File: src/design/aocf_pkg.sv
// Package for the associative object table: payload types, entry layout, sequencer states.
`default_nettype none
package aocf_pkg;

  localparam int ENTRIES_DEF      = 8;
  localparam int OBJECT_LIMIT_DEF = 131072;

  localparam int KEY_W  = 64;
  localparam int DATA_W = 64;
  localparam int SIZE_W = 18;
  localparam int AGE_W  = 64;
  localparam int SLOT_W = 3;

  typedef enum logic {
    FUNC_LOOKUP = 1'b0,
    FUNC_INSERT = 1'b1
  } func_t;

  typedef struct packed {
    func_t              func;
    logic [KEY_W-1:0]   key_word;
    logic [DATA_W-1:0]  data_word;
    logic [SIZE_W-1:0]  obj_size;
  } req_t;

  typedef struct packed {
    logic               hit;
    logic [SLOT_W-1:0]  slot;
    logic [DATA_W-1:0]  found_data;
    logic [SIZE_W-1:0]  found_size;
  } rsp_t;

  // One table entry as stored in the RAM.
  typedef struct packed {
    logic [KEY_W-1:0]   key;
    logic [DATA_W-1:0]  data;
    logic [SIZE_W-1:0]  size;
    logic [AGE_W-1:0]   age;
  } entry_t;

  typedef enum logic [1:0] {
    ST_IDLE,
    ST_SCAN,
    ST_FINISH
  } state_t;

endpackage
`default_nettype wire

File: src/design/aocf_ram.sv
// Generic single-write, single-read RAM with registered read data.
`default_nettype none
module aocf_ram #(
  parameter int WIDTH = 8,
  parameter int DEPTH = 8
) (
  input  wire logic                     clk,
  input  wire logic                     we,
  input  wire logic [$clog2(DEPTH)-1:0] waddr,
  input  wire logic [WIDTH-1:0]         wdata,
  input  wire logic                     re,
  input  wire logic [$clog2(DEPTH)-1:0] raddr,
  output      logic [WIDTH-1:0]         rdata
);

  logic [WIDTH-1:0] mem [DEPTH];

  always_ff @(posedge clk) begin
    if (we) begin
      mem[waddr] <= wdata;
    end
    if (re) begin
      rdata <= mem[raddr];
    end
  end

endmodule
`default_nettype wire

File: src/design/assoc_object_cache_fifo_evict_unit.sv
// Top level of the fully associative object table with FIFO replacement.
//
// Request channel (req_valid / req_stall / req): one transfer is a lookup or
// an insert. Response channel (rsp_valid / rsp_stall / rsp): exactly one
// transfer per request, in request order.
// Each request walks the table one slot per cycle through a single RAM read
// port: one key compare and one age compare per cycle. A request goes through
// accept, ENTRIES reads, a tail step for the last read's data and a finish step
// (table write on insert). req_stall is high whenever a request is in progress.
// Insert: picks the lowest empty slot (size zero), else the oldest slot,
// lowest index on a tie, and writes key, handle, clamped size and age there.
// Lookup: reports the lowest non-empty slot with a matching key.
// Reset (rst, synchronous) empties every slot through per-slot valid flops
// and clears the age counter; no clearing pass is needed. The RAM contents
// are left alone.
// A stalled response is held in the output register; the next request can
// still be taken, and it then waits in its finish cycle until that register
// frees up.
`default_nettype none
module assoc_object_cache_fifo_evict_unit #(
  parameter int ENTRIES      = aocf_pkg::ENTRIES_DEF,
  parameter int OBJECT_LIMIT = aocf_pkg::OBJECT_LIMIT_DEF
) (
  input  wire logic          clk,
  input  wire logic          rst,
  input  wire logic          req_valid,
  output      logic          req_stall,
  input  wire aocf_pkg::req_t req,
  output      logic          rsp_valid,
  input  wire logic          rsp_stall,
  output      aocf_pkg::rsp_t rsp
);

  localparam int IDXW   = $clog2(ENTRIES);
  localparam int LIMW   = $clog2(OBJECT_LIMIT + 1);
  // width wide enough for both the size field and the limit
  localparam int CMPW   = (LIMW > aocf_pkg::SIZE_W) ? LIMW : aocf_pkg::SIZE_W;
  localparam int ENT_W  = $bits(aocf_pkg::entry_t);

  localparam logic [IDXW:0]   CNT_END = (IDXW + 1)'(ENTRIES);
  localparam logic [CMPW-1:0] LIMIT   = CMPW'(OBJECT_LIMIT);

  aocf_pkg::state_t state, state_next;

  // latched request
  aocf_pkg::req_t item;

  logic [aocf_pkg::AGE_W-1:0] insert_count;
  logic [ENTRIES-1:0]         slot_vld;

  // scan pointer and read-data tag
  logic [IDXW:0]   scan_cnt;
  logic            chk_vld;
  logic [IDXW-1:0] chk_idx;

  // scan trackers
  logic                        empty_found;
  logic [IDXW-1:0]             empty_idx;
  logic                        best_vld;
  logic [IDXW-1:0]             best_idx;
  logic [aocf_pkg::AGE_W-1:0]  best_age;
  logic                        found;
  logic [IDXW-1:0]             found_idx;
  logic [aocf_pkg::DATA_W-1:0] found_data;
  logic [aocf_pkg::SIZE_W-1:0] found_size;

  // control
  logic            accept;
  logic            rd_en;
  logic            finish_go;
  logic            wr_en;
  logic [IDXW-1:0] victim;

  aocf_pkg::entry_t rd_ent, wr_ent;
  logic [ENT_W-1:0] rd_bits;

  logic [CMPW-1:0]             size_ext;
  logic [aocf_pkg::SIZE_W-1:0] size_sat;

  assign accept = req_valid && !req_stall;
  assign rd_ent = aocf_pkg::entry_t'(rd_bits);
  assign victim = empty_found ? empty_idx : best_idx;

  // clamp oversized inserts
  assign size_ext = CMPW'(item.obj_size);
  assign size_sat = (size_ext > LIMIT) ? LIMIT[aocf_pkg::SIZE_W-1:0] : item.obj_size;

  assign wr_ent.key  = item.key_word;
  assign wr_ent.data = item.data_word;
  assign wr_ent.size = size_sat;
  assign wr_ent.age  = insert_count;

  aocf_ram #(
    .WIDTH (ENT_W),
    .DEPTH (ENTRIES)
  ) u_table (
    .clk   (clk),
    .we    (wr_en),
    .waddr (victim),
    .wdata (wr_ent),
    .re    (rd_en),
    .raddr (scan_cnt[IDXW-1:0]),
    .rdata (rd_bits)
  );

  always_ff @(posedge clk) begin
    if (rst) begin
      state <= aocf_pkg::ST_IDLE;
    end else begin
      state <= state_next;
    end
  end

  always_comb begin
    state_next = state;
    req_stall  = 1'b1;
    rd_en      = 1'b0;
    finish_go  = 1'b0;
    wr_en      = 1'b0;
    case (state)
      aocf_pkg::ST_IDLE: begin
        req_stall = 1'b0;
        if (req_valid) begin
          state_next = aocf_pkg::ST_SCAN;
        end
      end
      aocf_pkg::ST_SCAN: begin
        rd_en = (scan_cnt != CNT_END);
        // last slot's data is being checked this cycle
        if (scan_cnt == CNT_END && chk_vld) begin
          state_next = aocf_pkg::ST_FINISH;
        end
      end
      aocf_pkg::ST_FINISH: begin
        if (!rsp_valid || !rsp_stall) begin
          finish_go  = 1'b1;
          wr_en      = (item.func == aocf_pkg::FUNC_INSERT);
          state_next = aocf_pkg::ST_IDLE;
        end
      end
      default: begin
        state_next = aocf_pkg::ST_IDLE;
      end
    endcase
  end

  // request capture and age counter
  always_ff @(posedge clk) begin
    if (accept) begin
      item <= req;
    end
    if (rst) begin
      insert_count <= '0;
    end else if (accept && req.func == aocf_pkg::FUNC_INSERT) begin
      insert_count <= insert_count + 1'b1;
    end
  end

  // scan pointer
  always_ff @(posedge clk) begin
    if (rst) begin
      scan_cnt <= '0;
      chk_vld  <= 1'b0;
    end else if (accept) begin
      scan_cnt <= '0;
      chk_vld  <= 1'b0;
    end else begin
      chk_vld <= rd_en;
      if (rd_en) begin
        scan_cnt <= scan_cnt + 1'b1;
      end
    end
    if (rd_en) begin
      chk_idx <= scan_cnt[IDXW-1:0];
    end
  end

  // scan trackers: first empty, oldest, first key match
  always_ff @(posedge clk) begin
    if (rst || accept) begin
      empty_found <= 1'b0;
      best_vld    <= 1'b0;
      found       <= 1'b0;
    end else if (state == aocf_pkg::ST_SCAN && chk_vld) begin
      if (!slot_vld[chk_idx]) begin
        if (!empty_found) begin
          empty_found <= 1'b1;
          empty_idx   <= chk_idx;
        end
      end else begin
        if (!best_vld || rd_ent.age < best_age) begin
          best_vld <= 1'b1;
          best_age <= rd_ent.age;
          best_idx <= chk_idx;
        end
        if (!found && rd_ent.key == item.key_word) begin
          found      <= 1'b1;
          found_idx  <= chk_idx;
          found_data <= rd_ent.data;
          found_size <= rd_ent.size;
        end
      end
    end
  end

  // a slot is occupied when its stored size is non-zero
  always_ff @(posedge clk) begin
    if (rst) begin
      slot_vld <= '0;
    end else if (wr_en) begin
      slot_vld[victim] <= (size_sat != '0);
    end
  end

  // response register
  always_ff @(posedge clk) begin
    if (rst) begin
      rsp_valid <= 1'b0;
    end else if (finish_go) begin
      rsp_valid <= 1'b1;
    end else if (!rsp_stall) begin
      rsp_valid <= 1'b0;
    end
    if (finish_go) begin
      if (item.func == aocf_pkg::FUNC_INSERT) begin
        rsp.hit        <= 1'b0;
        rsp.slot       <= aocf_pkg::SLOT_W'(victim);
        rsp.found_data <= '0;
        rsp.found_size <= '0;
      end else if (found) begin
        rsp.hit        <= 1'b1;
        rsp.slot       <= aocf_pkg::SLOT_W'(found_idx);
        rsp.found_data <= found_data;
        rsp.found_size <= found_size;
      end else begin
        rsp.hit        <= 1'b0;
        rsp.slot       <= '0;
        rsp.found_data <= '0;
        rsp.found_size <= '0;
      end
    end
  end

  // a new response is only produced out of the finish cycle
  a_rsp_from_finish: assert property (@(posedge clk) disable iff (rst)
    $rose(rsp_valid) |-> $past(state == aocf_pkg::ST_FINISH))
    else $error("response raised outside finish");

  // a hit always carries a non-empty slot
  a_hit_size: assert property (@(posedge clk) disable iff (rst)
    rsp_valid && rsp.hit |-> rsp.found_size != '0)
    else $error("hit with zero size");

  // a full table must have produced an oldest candidate
  a_victim_known: assert property (@(posedge clk) disable iff (rst)
    state == aocf_pkg::ST_FINISH && item.func == aocf_pkg::FUNC_INSERT && !empty_found
    |-> best_vld)
    else $error("no victim for insert");

  // an accepted request starts a scan from slot zero
  a_scan_start: assert property (@(posedge clk) disable iff (rst)
    accept |=> state == aocf_pkg::ST_SCAN && scan_cnt == '0 && !chk_vld)
    else $error("scan did not start");

  a_scan_bound: assert property (@(posedge clk) disable iff (rst)
    state == aocf_pkg::ST_SCAN |-> scan_cnt <= CNT_END)
    else $error("scan pointer past table");

endmodule
`default_nettype wire
File: config.mk
export PLATFORM = sky130hd
export DESIGN_NAME = assoc_object_cache_fifo_evict_unit
export DESIGN_NICKNAME = d
export VERILOG_FILES = /design/src/design/aocf_pkg.sv /design/src/design/aocf_ram.sv /design/src/design/assoc_object_cache_fifo_evict_unit.sv
export SDC_FILE = /design/constraint.sdc
export NUM_CORES = 2
export LEC_CHECK = 0
export BUFFER_PORTS_ARGS = -buffer_cell sky130_fd_sc_hd__buf_2
export CAP_MARGIN = 20
export CORE_ASPECT_RATIO = 2
export CORE_UTILIZATION = 60
export DETAILED_ROUTE_END_ITERATION = 8
export PLACE_DENSITY_LB_ADDON = 0.3
export SYNTH_ARGS = -nofsm -noshare
export SYNTH_HDL_FRONTEND = slang
export SYNTH_SLANG_ARGS = --single-unit
File: constraint.sdc
create_clock -name clk -period 23.2 [get_ports clk]
set_clock_uncertainty 0.1 [all_clocks]
set_input_delay 1.16 -clock clk [delete_from_list [all_inputs] [get_ports clk]]
set_output_delay 1.16 -clock clk [all_outputs]
set_load 0.05 [all_outputs]
==> flow_summary.toml <==
[logic_synthesis]
synth_warnings = 0
synth_area_um2 = 87700
ys_seq_area_share_pct = 80.0
avgSynthCellArea_um2 = 22.4
synth_cells = 3916
async_flop_share_pct = 0
yosysUniqueCellTypes = 58
ys.flop_type = "edfxtp_1"
synth_edf_count = 2281
postSynthNetCount = 4133
synth-seq-cells = 2364

[drt]
num_vias = 39200
route.detailed.drc = 0
wl_per_cell_um = 28.1
via_per_inst = 6.22
ant_nets = 0
dr.pass1.iters = 6
drt_iter0_drc = 3422
wl_um = 178000

[power]
switching_share_pct = 19.7
peakVddDrop_v = 0.0000865
power.leakage_uw = 0.0323
powerDensity_nw_per_um2 = 84.8
clkPwrFrac_pct = 40.0
p_seq_share_pct = 57.5
combPwrFrac_pct = 2.5
p_sw_uw = 1630
internal_power_uw = 6650

[critical_path]
rrSetupSlack_ns = 17.45
worst-setup-path-type = "register to register"
worstPathRequired_ns = 23.53
reg2reg_from = "empty_found"
worst_setup_path_end_kind = "register"
worst_ep_arrival_time_ns = 6.08
path_max_fanout = 54
critPathLaunchType = "register"
rr_worst_depth = 7
timing.rr.end = "u_table.mem[7][209]"

[floorplanning]
initial_core_util_pct = 60.4
io_pins = 239
die-height_um = 543
core_area_um2 = 145000
die_w_um = 272
dieArea_um2 = 148000
core.rowCount = 198

[global_route]
grt_first_pass_wirelength_um = 265000
grt.overflow.total = 0
grt_max_degree = 146
grtUsageTotal_pct = 24.5
grt_antenna_before_repair = 5
grt_pass1_vias = 42100

[timing]
relSlewSlack_pct = 15.0
max_freq_mhz = 174
fin_crit_sh_pct = 24.8
setup_viol = 0
period_needed_ns = 5.75
finalSetupTns_ns = 0
hold_viol = 0
rsz0062_at_grt = "no"
slew_violations = 0
worst_pin_slew_ns = 1.28

[finish]
area_delta_synth_final_pct = 11.4
drive_gt1_share_pct = 28.2
finalNetCount = 4476
post_layout_nonfiller_instances = 6310
num-fill-cells = 8913

[clocking]
clkSinkCount = 2364
clk_latency_ns = 0.83
cts_hold_buf = 0
cts_tree = "done"
cts_setup_buffers = 0
h-tree-depth = 4
cts_root_buffer = "clkbuf_16"
clk_pin_slew_ns = 0.07
cts.repair.resized = 0
cts_max_path_buffers = 4
cts_buffers = 194

[placement]
post-dp-hpwl_um = 94000
dp_cells = 5962
gp_routability_congestion = 0.770
io_buffers = 238

[min_path]
hp-start = "u_table.rdata[39]"
holdPathStages = 0
hold_end = "best_age[39]"
hold_class = "register to register"

[status]
status = "finished clean"

[flow_run]
maxCapViolations = 0
## Yosys cell counts (23+ instances only)
library cell,instances,share of area (%)
ha_1,66,0.94
edfxtp_1,2281,78
mux2_2,213,2.7
dfxtp_1,83,1.9
nor2_1,105,0.45
xnor2_1,31,0.31
inv_1,83,0.36
and2_1,97,0.69
clkbuf_1,86,0.37
a21oi_1,23,0.13
buf_2,44,0.25
nand2_1,44,0.19
nand3_1,30,0.17
nand4_1,44,0.31
mux4_2,420,11
xor2_1,85,0.85
## metrics by stage
stage | total power, uW | instance area [um^2] | utilization, % | hold WS [ns] | setup slack (ns)
finish | 8280 | 97700 | 67.3 | 0.295 | 17.45
global route | 8490 | 97700 | 67.3 | 0.311 | 17.16
CTS | 8330 | 97700 | 67.3 | 0.292 | 17.41
detailed placement | 5070 | 91300 | 62.9 | 0.305 | 16.65
global placement | 5060 | 91300 | 62.9 | 0.303 | 16.65
floorplan | 4990 | 87700 | - | 0.300 | 6.70
## state kept, by name (all words and copies together) (netlist names), 2 cells and up
register	flops
found_idx	3
state	2
found_size	18
found_data	64
size_ext	18
rsp	86
chk_idx	3
scan_cnt	4
best_age	64
slot_vld	8
item	129
empty_idx	3
u_table.rdata	210
u_table.mem	1680
insert_count	64
best_idx	3
## layout by cell type (no fill, tap or decap), types with 15 or more instances in the layout
master	instances
nor2_1	96
buf_4	44
bufinv_16	22
mux4_2	420
a21oi_1	22
nand4_1	44
ha_1	66
clkbuf_1	23
buf_2	239
and2_1	97
clkinv_1	31
nand2_1	44
clkinv_2	35
nor2b_1	15
dfxtp_1	80
nor3_1	21
and3_1	15
clkbuf_16	198
xnor2_1	31
mux2_2	213
edfxtp_1	2281
inv_1	82
xor2_1	85
nand3_1	30
## power groups by stage
stage	logic, uW	registers (uW)	clock network [uW]
6_report	204	4760	3310
5_1_grt	219	4770	3500
4_1_cts	209	4770	3360
3_5_place_dp	207	4860	0
3_3_place_gp	205	4860	0
2_1_floorplan	141	4850	0
## worst max path at each step
stage	from	cells past startpoint	to	slack, ns
after global placement	rsp_stall	8	u_table.mem[7][190]	16.65
after CTS	empty_found	7	u_table.mem[7][173]	17.41
after floorplan	rsp_stall	3	u_table.mem[1][0]	6.70
after global routing	empty_found	7	u_table.mem[7][209]	17.16
final	empty_found	7	u_table.mem[7][209]	17.45
after detailed placement	rsp_stall	8	u_table.mem[7][173]	16.65
## area by class of cell
class	count	area, um^2	share of cell area (%)
multi-input cells	1323	16700	17.1
well taps	1900	2380	2.43
flip-flops and latches	2364	70200	71.8
inverters	83	319	0.327
clock inverters	113	1180	1.21
repair buffers	293	1730	1.77
clock buffers	233	5210	5.33
diodes	1	2.50	0.00256
## cell families after synthesis
| group | Yosys count | synth area share [%] |
|---|---|---|
| multiplexers | 639 | 13.6 |
| AND/OR/NAND/NOR | 424 | 2.64 |
| adder cells (fa/ha/maj) | 66 | 0.942 |
| AO/OA/AOI/OAI | 78 | 0.582 |
| buffers and inverters | 229 | 1.04 |
| XOR/XNOR | 116 | 1.16 |
| flip-flops | 2364 | 80.0 |
## metal layers
layer	part of all wire (%)	wire length (um)	up-vias	GRT usage (%)
met5	0.0073	13	-	0
li1	-	-	16600	-
met2	54	95500	1527	43.6
met3	5.4	9620	373	2.94
met1	37	65300	20700	30.4
met4	4.0	7040	2	9.71
## worst max-delay path, stage by stage, from the launching register on
cell and delay (ns):
dfxtp_1 0.49, mux2_2 0.25, nand3_1 0.40, nor2_4 0.72, buf_4 0.68, buf_4 0.84, buf_4 0.89, buf_4 0.82
No activity file was read; power rests on OpenSTA's default activity.
